<file path="src/rtl/core/mgtd_pkg.sv">
// Shared types and constants for the multichannel gesture threshold detector.
// No dependencies; every module of the block imports this package.
package mgtd_pkg;

  localparam int CHANNELS    = 6;
  localparam int SAMPLE_BITS = 16;
  localparam int TILT_LIMIT  = 2304;           // 9 m/s2 in 1/256 units
  localparam int MAG_W       = 12;
  localparam int THR_W       = 9;
  localparam int MIN_SPAN_W  = 16;
  localparam int WIN_W       = 12;
  localparam int YOFF_W      = 13;
  localparam int ACC_W       = 16;
  localparam int FRAC_BITS   = 8;              // threshold is in 1/256
  localparam int PROD_W      = THR_W + SAMPLE_BITS;
  localparam int CFG_IDX_W   = 2;
  localparam int CFG_DATA_W  = 16;

  typedef logic [SAMPLE_BITS-1:0] sample_t;

  // Item operations; the unnamed fourth code behaves as detect
  typedef enum logic [1:0] {
    OP_DETECT  = 2'd0,
    OP_REST    = 2'd1,
    OP_GESTURE = 2'd2
  } op_t;

  // Configuration register indexes
  typedef enum logic [CFG_IDX_W-1:0] {
    REG_THRESHOLD   = 2'd0,
    REG_MIN_SPAN    = 2'd1,
    REG_TILT_WINDOW = 2'd2,
    REG_Y_OFFSET    = 2'd3
  } cfg_reg_t;

  typedef struct packed {
    logic [1:0]              operation;
    logic [15:0]             sample_0;
    logic [15:0]             sample_1;
    logic [15:0]             sample_2;
    logic [15:0]             sample_3;
    logic [15:0]             sample_4;
    logic [15:0]             sample_5;
    logic signed [ACC_W-1:0] accel_x;
    logic signed [ACC_W-1:0] accel_y;
  } in_item_t;

  typedef struct packed {
    logic             gesture;
    logic [5:0]       channel_mask;
    logic             x_negative;
    logic [MAG_W-1:0] x_magnitude;
    logic             y_negative;
    logic [MAG_W-1:0] y_magnitude;
  } out_item_t;

  // Per-lane status toward the merge stage
  typedef struct packed {
    logic used;   // channel in the mask after this item
    logic pass;   // channel meets threshold (or is not used)
  } lane_stat_t;

endpackage

</file>
<file path="src/rtl/core/multichannel_gesture_threshold_detector.sv">
// Top level of the multichannel gesture threshold detector: config registers,
// channel lanes, tilt units, merge stage and output skid buffer.
// Depends on mgtd_pkg, mgtd_lane and mgtd_tilt.
//
// Usage:
//   Input channel (in_valid/in_stall/in_data) carries one frame per transfer:
//   an operation code, six sensor samples and two accelerometer axes.
//   Rest capture and gesture capture update the per-lane calibration; detect
//   compares all six lanes in parallel and the merge stage ANDs their results
//   with the tilt window test.
//   Every transfer yields exactly one result on out_valid/out_stall/out_data,
//   held in the output register or the skid entry. Throughput is one frame per
//   cycle while in_stall is low, with a combinational 9x16 multiply and compare per lane.
//   The output register is backed by a one-entry skid stage, so a frame is
//   still taken while a result waits; in_stall rises only when both are full.
//   Configuration writes (cfg_valid/cfg_ready, cfg_index, cfg_data) are always
//   taken and must only occur while the block is idle.
//   Synchronous active-low reset clears calibration, the channel mask and the
//   gesture flag, loads the register defaults and empties the output side.
module multichannel_gesture_threshold_detector import mgtd_pkg::*; (
  input  logic                  clk,
  input  logic                  rst_n,
  input  logic                  in_valid,
  output logic                  in_stall,
  input  in_item_t              in_data,
  output logic                  out_valid,
  input  logic                  out_stall,
  output out_item_t             out_data,
  input  logic                  cfg_valid,
  output logic                  cfg_ready,
  input  logic [CFG_IDX_W-1:0]  cfg_index,
  input  logic [CFG_DATA_W-1:0] cfg_data
);

  // Configuration registers
  logic [THR_W-1:0]          threshold_r;
  logic [MIN_SPAN_W-1:0]     min_span_r;
  logic [WIN_W-1:0]          tilt_window_r;
  logic signed [YOFF_W-1:0]  y_offset_r;

  logic       gesture_r;
  logic       out_valid_r;
  out_item_t  out_data_r;
  logic       skid_valid_r;
  out_item_t  skid_data_r;

  logic       in_acc;
  logic       out_take;
  logic       cap_rest;
  logic       cap_gesture;
  logic       is_detect;
  logic       tilt_ok;
  logic       gesture_nxt;
  sample_t    samp [CHANNELS];
  lane_stat_t stat [CHANNELS];
  logic [CHANNELS-1:0] chan_mask;
  logic [CHANNELS-1:0] pass_vec;
  logic       x_neg;
  logic       y_neg;
  logic [MAG_W-1:0] x_mag;
  logic [MAG_W-1:0] y_mag;
  out_item_t  res;

  assign cfg_ready = 1'b1;

  always_ff @(posedge clk) begin
    if (!rst_n) begin
      threshold_r   <= THR_W'(128);
      min_span_r    <= MIN_SPAN_W'(100);
      tilt_window_r <= WIN_W'(768);
      y_offset_r    <= '0;
    end else if (cfg_valid && cfg_ready) begin
      unique case (cfg_reg_t'(cfg_index))
        REG_THRESHOLD:   threshold_r   <= cfg_data[THR_W-1:0];
        REG_MIN_SPAN:    min_span_r    <= cfg_data[MIN_SPAN_W-1:0];
        REG_TILT_WINDOW: tilt_window_r <= cfg_data[WIN_W-1:0];
        REG_Y_OFFSET:    y_offset_r    <= cfg_data[YOFF_W-1:0];
      endcase
    end
  end

  // Input transfer decode
  assign in_acc      = in_valid & ~in_stall;
  assign cap_rest    = in_acc & (in_data.operation == OP_REST);
  assign cap_gesture = in_acc & (in_data.operation == OP_GESTURE);
  assign is_detect   = (in_data.operation != OP_REST) &&
                       (in_data.operation != OP_GESTURE);

  assign samp[0] = in_data.sample_0[SAMPLE_BITS-1:0];
  assign samp[1] = in_data.sample_1[SAMPLE_BITS-1:0];
  assign samp[2] = in_data.sample_2[SAMPLE_BITS-1:0];
  assign samp[3] = in_data.sample_3[SAMPLE_BITS-1:0];
  assign samp[4] = in_data.sample_4[SAMPLE_BITS-1:0];
  assign samp[5] = in_data.sample_5[SAMPLE_BITS-1:0];

  // Channel lanes
  for (genvar i = 0; i < CHANNELS; i++) begin : g_lane
    mgtd_lane u_lane (
      .clk         (clk),
      .rst_n       (rst_n),
      .cap_rest    (cap_rest),
      .cap_gesture (cap_gesture),
      .sample      (samp[i]),
      .min_span    (min_span_r),
      .threshold   (threshold_r),
      .stat        (stat[i])
    );
    assign chan_mask[i] = stat[i].used;
    assign pass_vec[i]  = stat[i].pass;
  end

  // Tilt axes
  mgtd_tilt u_tilt_x (
    .accel     (in_data.accel_x),
    .offset    ('0),
    .negative  (x_neg),
    .magnitude (x_mag)
  );

  mgtd_tilt u_tilt_y (
    .accel     (in_data.accel_y),
    .offset    (y_offset_r),
    .negative  (y_neg),
    .magnitude (y_mag)
  );

  // Merge: tilt window gate and all-lanes-pass
  always_comb begin
    tilt_ok     = (WIN_W'(x_mag) <= tilt_window_r) && (WIN_W'(y_mag) <= tilt_window_r);
    gesture_nxt = is_detect ? (tilt_ok & (&pass_vec)) : gesture_r;
    res.gesture      = gesture_nxt;
    res.channel_mask = 6'(chan_mask);
    res.x_negative   = x_neg;
    res.x_magnitude  = x_mag;
    res.y_negative   = y_neg;
    res.y_magnitude  = y_mag;
  end

  always_ff @(posedge clk) begin
    if (!rst_n) begin
      gesture_r <= 1'b0;
    end else if (in_acc) begin
      gesture_r <= gesture_nxt;
    end
  end

  // Output register with one-entry skid stage
  assign out_take = out_valid_r & ~out_stall;

  always_ff @(posedge clk) begin
    if (!rst_n) begin
      out_valid_r  <= 1'b0;
      skid_valid_r <= 1'b0;
    end else if (skid_valid_r) begin
      if (out_take) begin
        out_data_r   <= skid_data_r;
        skid_valid_r <= 1'b0;
      end
    end else if (in_acc) begin
      if (!out_valid_r || out_take) begin
        out_data_r  <= res;
        out_valid_r <= 1'b1;
      end else begin
        skid_data_r  <= res;
        skid_valid_r <= 1'b1;
      end
    end else if (out_take) begin
      out_valid_r <= 1'b0;
    end
  end

  assign in_stall  = skid_valid_r;
  assign out_valid = out_valid_r;
  assign out_data  = out_data_r;

  // Checks
  a_skid_behind_out: assert property (@(posedge clk) disable iff (!rst_n)
    skid_valid_r |-> out_valid_r)
    else $error("skid entry held while output register empty");

  a_capture_keeps_flag: assert property (@(posedge clk) disable iff (!rst_n)
    (in_acc && !is_detect) |=> $stable(gesture_r))
    else $error("gesture flag changed on a capture transfer");

  a_result_lands: assert property (@(posedge clk) disable iff (!rst_n)
    (in_acc && !out_valid_r && !skid_valid_r) |=>
      (out_valid_r && out_data_r.channel_mask == $past(res.channel_mask)))
    else $error("result of accepted frame not in output register");

endmodule

</file>
<file path="src/rtl/core/mgtd_lane.sv">
// One sensor channel lane: calibration storage, capture and threshold test.
// Depends on mgtd_pkg.
module mgtd_lane import mgtd_pkg::*; (
  input  logic                  clk,
  input  logic                  rst_n,
  input  logic                  cap_rest,
  input  logic                  cap_gesture,
  input  sample_t               sample,
  input  logic [MIN_SPAN_W-1:0] min_span,
  input  logic [THR_W-1:0]      threshold,
  output lane_stat_t            stat
);

  sample_t rest_r;
  sample_t active_r;
  sample_t span_r;
  logic    used_r;

  sample_t span_nxt;
  logic    used_nxt;
  sample_t lo;
  sample_t hi;
  sample_t clamped;
  sample_t rest_dist;
  logic [PROD_W-1:0] dist_scaled;
  logic [PROD_W-1:0] thr_span;

  // Span against the stored rest level, for gesture capture
  always_comb begin
    span_nxt = (sample > rest_r) ? sample - rest_r : rest_r - sample;
    used_nxt = MIN_SPAN_W'(span_nxt) >= min_span;
  end

  // Clamp into the calibrated range, then distance from rest
  always_comb begin
    lo = (rest_r < active_r) ? rest_r : active_r;
    hi = (rest_r < active_r) ? active_r : rest_r;
    if (sample > hi) begin
      clamped = hi;
    end else if (sample < lo) begin
      clamped = lo;
    end else begin
      clamped = sample;
    end
    rest_dist   = (clamped > rest_r) ? clamped - rest_r : rest_r - clamped;
    dist_scaled = PROD_W'(rest_dist) << FRAC_BITS;
    thr_span    = PROD_W'(threshold) * PROD_W'(span_r);
  end

  assign stat.used = cap_gesture ? used_nxt : used_r;
  assign stat.pass = ~used_r | (dist_scaled >= thr_span);

  // Calibration storage
  always_ff @(posedge clk) begin
    if (!rst_n) begin
      rest_r   <= '0;
      active_r <= '0;
      span_r   <= '0;
      used_r   <= 1'b0;
    end else begin
      if (cap_rest) begin
        rest_r <= sample;
      end
      if (cap_gesture) begin
        active_r <= sample;
        span_r   <= span_nxt;
        used_r   <= used_nxt;
      end
    end
  end

endmodule

</file>
<file path="src/rtl/core/mgtd_tilt.sv">
// Tilt axis conditioning: add offset, clamp to +-9 m/s2, split sign/magnitude.
// Depends on mgtd_pkg.
module mgtd_tilt import mgtd_pkg::*; (
  input  logic signed [ACC_W-1:0]  accel,
  input  logic signed [YOFF_W-1:0] offset,
  output logic                     negative,
  output logic [MAG_W-1:0]         magnitude
);

  localparam logic signed [ACC_W:0] LIM_POS = (ACC_W+1)'(TILT_LIMIT);
  localparam logic signed [ACC_W:0] LIM_NEG = -(ACC_W+1)'(TILT_LIMIT);

  logic signed [ACC_W:0]  sum;
  logic signed [MAG_W:0]  clamped;

  // Offset add and saturate
  always_comb begin
    sum = (ACC_W+1)'(accel) + (ACC_W+1)'(offset);
    if (sum > LIM_POS) begin
      clamped = (MAG_W+1)'(LIM_POS);
    end else if (sum < LIM_NEG) begin
      clamped = (MAG_W+1)'(LIM_NEG);
    end else begin
      clamped = (MAG_W+1)'(sum);
    end
    negative  = clamped[MAG_W];
    magnitude = negative ? MAG_W'(-clamped) : MAG_W'(clamped);
  end

endmodule

</file>
<file path="config.mk">
export PLATFORM = sky130hd
export DESIGN_NAME = multichannel_gesture_threshold_detector
export DESIGN_NICKNAME = d
export VERILOG_FILES = /design/src/rtl/core/mgtd_pkg.sv /design/src/rtl/core/multichannel_gesture_threshold_detector.sv /design/src/rtl/core/mgtd_lane.sv /design/src/rtl/core/mgtd_tilt.sv
export SDC_FILE = /design/constraint.sdc
export NUM_CORES = 2
export LEC_CHECK = 0
export BUFFER_PORTS_ARGS = -buffer_cell sky130_fd_sc_hd__buf_2
export CORE_ASPECT_RATIO = 2
export CORE_MARGIN = 5
export CORE_UTILIZATION = 45
export DETAILED_ROUTE_END_ITERATION = 7
export HOLD_SLACK_MARGIN = 0.02
export PLACE_DENSITY_LB_ADDON = 0.3
export SYNTH_ARGS = -nofsm -noshare
export SYNTH_HDL_FRONTEND = slang
export SYNTH_HIERARCHICAL = 1
export SYNTH_SLANG_ARGS = --single-unit
</file>
<file path="constraint.sdc">
create_clock -name clk -period 15.45 [get_ports clk]
set_input_delay 1.545 -clock clk [delete_from_list [all_inputs] [get_ports clk]]
set_output_delay 1.545 -clock clk [all_outputs]
set_load 0.01 [all_outputs]
</file>
== Word-level counts from Yosys, hierarchy flattened ==
Cells that the tools add are included.

* Bits in registers: 413
* Word-level logic and storage cells: 229

* Add/subtract/negate cells: 27
* $mul: 6
* Magnitude comparators: 48
* Equality and inequality tests: 9
* Multiplexer cells: 60
* Bitwise logic cells: 20
* Reductions and logical operators: 16

{| class="wikitable"
|+ Operators with widths
! kind !! number
|-
| 16-bit 2-to-1 mux || 36
|-
| 16-bit subtractor || 24
|-
| 16-bit greater-than comparator || 18
|-
| 16-bit < comparator || 12
|-
| 24-bit by 25-bit >= comparator with 1-bit output || 6
|-
| 9-bit by 16-bit multiplier with 25-bit output || 6
|-
| 33-bit 2-to-1 mux || 4
|-
| 16-bit >= comparator || 6
|-
| 13-bit 2-to-1 mux || 4
|-
| 12-bit <= comparator || 2
|-
| 12-bit 2-to-1 mux || 2
|-
| 12-bit negator || 2
|-
| 16-bit by 13-bit adder with 17-bit output || 1
|-
| 17-bit by 13-bit greater-than comparator with 1-bit output, second input constant || 1
|-
| 17-bit by 13-bit < comparator with 1-bit output, second input constant || 1
|-
| 16-bit by 13-bit greater-than comparator with 1-bit output, second input constant || 1
|-
| 16-bit by 13-bit < comparator with 1-bit output, second input constant || 1
|-
| 1-bit 2-to-1 mux || 14
|-
| 1-bit NOT || 9
|-
| 2-bit AND reduction || 4
|-
| 4-bit AND reduction || 2
|-
| 2-bit equality test, second input constant || 3
|-
| 2-bit by 1-bit inequality test with 1-bit output, second input constant || 3
|-
| 1-bit OR || 6
|-
| 10 further kinds || 18
|}

== Depth between registers and ports, before layout ==
* Depth after elaboration: 15
* Mapped depth: 49
* Mapped depth without buffers: 45

== Cells and area by module ==
The synthesis kept the hierarchy.

{| class="wikitable"
|+ Modules (own cells, without submodules)
! module !! instances !! cells each !! area an instance (um^2) !! seq. area each (um^2)
|-
| mgtd_lane at g_lane[0].u_lane ... || 3 || 1397 || 11726.2 || 980.9
|-
| mgtd_lane at g_lane[4].u_lane ... || 2 || 1466 || 11751.3 || 980.9
|-
| mgtd_lane at g_lane[3].u_lane || 1 || 1438 || 11681.2 || 980.9
|-
| multichannel_gesture_threshold_detector || 1 || 421 || 5006.1 || 3042.9
|-
| mgtd_tilt || 2 || 192 || 1450.1 || 0.0
|}

== Least setup slack after synthesis ==
Ideal clock, no wire load.

* Kind: flip-flop to flip-flop
* Start point: register g_lane[3].u_lane.active_r[5]
* End point: register out_data_r (netlist bit out_data[32]) (data pin)
* Setup time: 0.259 ns
* Data arrival time: 8.169 ns
* Required time: 15.191 ns
* Path slack: 7.022 ns
* Stages on the path, launching flop included: 45
* Buffers on the path: 3
* Period minus slack after synthesis: 8.428 ns
* Cell sequence: dfxtp_1 -> inv_1 -> ha_1 -> a21o_1 -> a21o_1 -> a21oi_1 -> or2_2 -> a31o_4 -> a21oi_2 -> buf_2 -> nor2_1 -> a21oi_1 -> ha_1 -> a21o_1 -> a21o_1 -> a21oi_1 -> nor2_1 -> a2111oi_0 -> [9 not listed] -> o21ai_0 -> nand2b_1 -> a21oi_1 -> buf_2 -> mux2i_1 -> a21oi_1 -> xnor2_1 -> ha_1 -> a21o_1 -> a211oi_1 -> o21a_1 -> o211ai_1 -> o22a_1 -> o311a_1 -> nand3_1 -> nor2_1 -> o221a_2 -> o31a_1

* Cells in the longest elaborated chain, start to end: 15
* Elaborated cells on any way between the ends: 19

{| class="wikitable"
|+ RTL lines
! element !! line !! RTL
|-
| from (decl) || mgtd_lane.sv:15 || <nowiki>sample_t active_r;</nowiki>
|-
| from (signal assigned) || mgtd_lane.sv:65 || <nowiki>active_r <= sample;</nowiki>
|-
| 16-bit < comparator || mgtd_lane.sv:36, mgtd_lane.sv:37 ||
|-
| 16-bit 2-to-1 mux || mgtd_lane.sv:36 || <nowiki>lo = (rest_r < active_r) ? rest_r : active_r;</nowiki>
|-
| 16-bit < comparator || mgtd_lane.sv:40 || <nowiki>end else if (sample < lo) begin</nowiki>
|-
| 16-bit 2-to-1 mux || mgtd_lane.sv:40 ||
|-
| 16-bit 2-to-1 mux * || mgtd_lane.sv:38 || <nowiki>if (sample > hi) begin</nowiki>
|-
| 16-bit subtractor or 16-bit greater-than comparator (tied branches) || mgtd_lane.sv:45 || <nowiki>rest_dist = (clamped > rest_r) ? clamped - rest_r : rest_r - clamped;</nowiki>
|-
| 16-bit 2-to-1 mux * || mgtd_lane.sv:45 ||
|-
| 24-bit by 25-bit >= comparator with 1-bit output * || mgtd_lane.sv:51 || <nowiki>assign stat.pass = ~used_r | (dist_scaled >= thr_span);</nowiki>
|-
| 1-bit OR * || mgtd_lane.sv:51 ||
|-
| net pass_vec[3] || multichannel_gesture_threshold_detector.sv:57 || <nowiki>logic [CHANNELS-1:0] pass_vec;</nowiki>
|-
| 6-bit AND reduction * || multichannel_gesture_threshold_detector.sv:130 || <nowiki>gesture_nxt = is_detect ? (tilt_ok & (&pass_vec)) : gesture_r;</nowiki>
|-
| 1-bit AND * || multichannel_gesture_threshold_detector.sv:130 ||
|-
| 1-bit 2-to-1 mux * || multichannel_gesture_threshold_detector.sv:130 ||
|-
| 33-bit 2-to-1 mux * || multichannel_gesture_threshold_detector.sv:160 || <nowiki>if (!out_valid_r || out_take) begin</nowiki>
|-
| 33-bit 2-to-1 mux * || multichannel_gesture_threshold_detector.sv:159 || <nowiki>end else if (in_acc) begin</nowiki>
|-
| 33-bit 2-to-1 mux * || multichannel_gesture_threshold_detector.sv:154 || <nowiki>end else if (skid_valid_r) begin</nowiki>
|-
| to (signal assigned) || multichannel_gesture_threshold_detector.sv:156 || <nowiki>out_data_r <= skid_data_r;</nowiki>
|-
| to (signal assigned) || multichannel_gesture_threshold_detector.sv:161 || <nowiki>out_data_r <= res;</nowiki>
|-
| to (decl) || multichannel_gesture_threshold_detector.sv:43 || <nowiki>out_item_t out_data_r;</nowiki>
|}

The timed path passes the listed nets; every way through them passes the cells marked *. The select of a mux whose other input is x is not followed.
A chain may end at the register's enable or synchronous reset.

== Worst setup path in the final report ==
* Start point: register g_lane[3].u_lane.active_r[9]
* End point: register out_data_r (netlist bit out_data[32]) (data pin)

Same word-level chain as after synthesis.

==> results.md <==
- Reg2reg setup slack: 3.88 ns
- Routed vias: 68150
- Core area: 173000 um2
- HP Class: reg2reg
- Routed Antenna Nets: 0
- Iteration-0 DRC count of the detailed router: around 3500
- Number of port buffers: 187
- Fin nets: 11200
- R2R Path Start: g_lane[3].u_lane/active_r[9]
- Worst-path fanout max: 48
- CTS buffer count: 54
- Die width: slightly above 300 um
- RSZ-0062 raised after global routing: no
- Full die area: 182900 um2
- Async SR Flop Fraction: 0%
- Setup Crit Path Kind: reg2reg
- Post-synth EDFFs: 66
- Initial Util: a little under half
- DP HPWL: 212500 um
- Cells after Synth: 9366
- DR WL/cell: 22.59 um
- Fmax: just under 90 MHz
- Final worst-path cycle share: 74.90%
- Post-synthesis sequential area ratio: 11.41%
- Cell Rows: around 220
- Sw Share: 46.06%
- R2R cell count: between 40 and 50
- CTS clk-pin slew, worst paths: 0.07 ns
- Dpl ws: between 4 and 5 ns
- Final slew viol count: 0
- Gr usage total: between 20% and 30%
- Max-Cap Viols: 0
- Post-DR vias/cell: roughly 5.9
- Htree depth: 2
- Fin. Hold Viols: 0
- Pwr Density: 74.23 nW/um2
- Gr ovfl total: 0
- Cell area after synthesis: 78270 um2
- Ports: 189
- Vias in the first global route: 72820
- Setup bufs post-CTS: 0
- Fraction of layout cells with a size suffix above 1: 7.795%
- Final setup fails: 0
- Drt pass-1 iters: 6
- Synthesis-to-finish area growth: 5.675%
- Flop pwr share: ~20%
- CP required: ~16 ns
- Resized Gates After CTS: 0
- Worst-margin pin slew: between 1 and 1.5 ns
- First-pass GRT wire length: just over 400000 um
- Primary FF master, synth: dfxtp_1
- Hold EP: tilt_window_r[10]
- Routability cong.: between 0.9 and 1
- Final period demand of the worst path: 11.57 ns
- CP Data Arrival Time: 12.17 ns
- Hold Crit Start: tilt_window_r[10]
- Terminus of the critical flop-to-flop path: out_data[32]
- Largest net degree at the start of global routing: between 100 and 150
- Critical Path Sink Type: flip-flop
- CTS tree: done
- Crit start category: flip-flop
- Root buffer cell: clkbuf_16
- Slew margin rel.: 12.30%
- DRC Markers: 0
- Clk pwr share: 22.0%
- Worst hold path depth: 2
- Die H: 599.8 um
- Buf/Inv on CP: 4
- Mapped Avg Cell Area: 8.357 um2
- Clock insertion delay at the later pin of the skew report: 0.73 ns
- Clk sinks: 413
- Cell variety after synth: between 100 and 150
- Pint: ~3.3 mW
- Maximum vdd drop: 0.1070 mV
- TNS Setup: 0 ns
- CTS Hold Bufs: 0
- Top delay family on crit path: compound AO/OA/AOI/OAI gates
- CTS max path bufs: 3
- Setup WS post-layout: 3.878 ns
- Synthesized flop and latch total: about 410
- Initial antenna violation count: 32
- Comb power frac: between 50% and 60%
- Status: finished, final reports clean
- Clk_skew: around 0.033 ns
- Hold Slack: 0.4729 ns
- Leakage power figure: 38.88 nW
- Yosys warnings: 6
- Slowest-stage cell, CP: a2111oi_0
- P_sw: ~2.8 mW
- Worst path max stage delay: 0.62 ns
- WL final: 262300 um
-- power groups by stage --
stage / combinational (mW) / sequential, mW / clock (mW)
after CTS: 3.50 / 1.24 / 1.40
after detailed placement: 3.48 / 1.27 / 0
after global routing: 3.87 / 1.25 / 1.43
after floorplan: 2.56 / 1.19 / 0
after global placement: 3.42 / 1.26 / 0
final: 3.54 / 1.24 / 1.35
-- cell families after synthesis --
group / share of synthesized area [%]
AO/OA/AOI/OAI: 16.80
other: 0.009595
AND/OR/NAND/NOR: 16.58
flip-flops: 11.41
XOR/XNOR: 3.463
multiplexers: 9.616
adder cells (fa/ha/maj): 34.56
buffers and inverters: 7.561
-- per-layer routing --
| layer | share of wire, % | vias up | track usage, % |
|---|---|---|---|
| met1 | 32 | 33230 | 25.18 |
| li1 | - | 31790 | - |
| met5 | 0.054 | - | 0 |
| met2 | 54 | 2038 | 54.59 |
| met4 | 9.8 | 22 | 22.67 |
| met3 | 4.2 | 1063 | 3.759 |
-- per-stage QoR --
stage	instance area [um2]	utilization, %	cells	total power [mW]
final	82710	47.82	11610	6.140
after detailed placement	80820	46.72	11490	4.746
after CTS	82650	47.79	11590	6.142
after global placement	80820	46.72	11490	4.683
after floorplan	78330	-	9382	3.757
after global routing	82660	47.79	11590	6.543
-- state kept, by name, indices dropped and copies added (netlist names) --
| signal | cells |
|---|---|
| tilt_window_r | 12 |
| threshold_r | 9 |
| g_lane.u_lane/span_r | 96 |
| in_stall | 1 |
| out_data | 33 |
| min_span_r | 16 |
| skid_data_r | 33 |
| g_lane.u_lane/active_r | 96 |
| out_valid | 1 |
| g_lane.u_lane/used_r | 6 |
| y_offset_r | 13 |
| g_lane.u_lane/rest_r | 96 |
| gesture_r | 1 |
-- area by class of cell --
type                    instances  area (um2)
flip-flops and latches        413        8960
well taps                    2289        2864
clock buffers                  74        1510
multi-input cells            7457       63540
inverters                    1088        4084
fillers                     16930       90260
diodes                         23       57.56
repair buffers                244        1370
clock inverters                25       326.6
-- cells in the final DEF, fill, tap and decap left out, types with 97 or more instances in the layout --
cell and count:
xnor2_1 168, dfxtp_1 336, o21ai_0 282, nor2b_1 194
nand3_1 147, xor2_1 134, and2_1 328, mux2i_1 489
nor3_1 101, buf_2 186, inv_1 1086, a21o_1 312
ha_1 1170, nand2_1 973, fa_1 620, nor2_1 543
mux2_2 163, a21oi_1 604, nand4_1 97
-- cells in the mapped netlist (21+ instances only) --
cell type / number / area share [%]
nand3_1: 147 / 0.94
nor2_1: 544 / 2.6
nand4_1: 97 / 0.78
o21ai_0: 283 / 1.8
o211ai_1: 38 / 0.36
or2_2: 34 / 0.27
a31oi_1: 52 / 0.42
xnor2_1: 168 / 1.9
buf_1: 26 / 0.12
a2111oi_0: 23 / 0.26
mux2_2: 163 / 2.3
inv_1: 1086 / 5.2
a211oi_1: 73 / 0.70
clkbuf_1: 285 / 1.4
a221oi_1: 23 / 0.26
o31ai_1: 22 / 0.21
nand2_1: 974 / 4.7
edfxtp_1: 66 / 2.5
ha_1: 1170 / 19
mux2i_1: 489 / 6.3
nor2b_1: 194 / 1.6
and2_1: 330 / 2.6
nand2b_1: 76 / 0.61
o211a_1: 26 / 0.33
nor3b_1: 21 / 0.20
and4_1: 24 / 0.27
xor2_1: 134 / 1.5
and3_1: 42 / 0.34
nor4_1: 30 / 0.24
dfxtp_1: 347 / 8.9
o21ai_1: 24 / 0.15
a21boi_0: 50 / 0.48
o21bai_1: 53 / 0.51
nor3_1: 101 / 0.65
a21o_1: 312 / 3.0
buf_2: 86 / 0.55
o21a_1: 72 / 0.69
mux2_4: 53 / 1.0
fa_1: 620 / 16
a21oi_1: 609 / 3.9
-- worst max path at each step --
stage	startpoint	endpoint	slack [ns]	depth (start not counted)
2_1_floorplan	g_lane[3].u_lane/active_r[5]	out_data[32]	7.02	44
3_3_place_gp	g_lane[3].u_lane/rest_r[10]	out_data[32]	4.14	41
3_5_place_dp	g_lane[3].u_lane/active_r[5]	out_data[32]	4.01	43
4_1_cts	g_lane[3].u_lane/active_r[9]	out_data[32]	3.96	42
5_1_grt	g_lane[3].u_lane/active_r[7]	out_data[32]	3.24	42
6_report	g_lane[3].u_lane/active_r[9]	out_data[32]	3.88	42
-- worst min-delay path, delay by kind of cell (launching register included) --
kind | cells | cell delay (ns)
AND/OR/NAND/NOR | 1 | 0.05
flip-flops | 1 | 0.31
AO/OA/AOI/OAI | 1 | 0.06
Power figures use the tool's default switching activity.
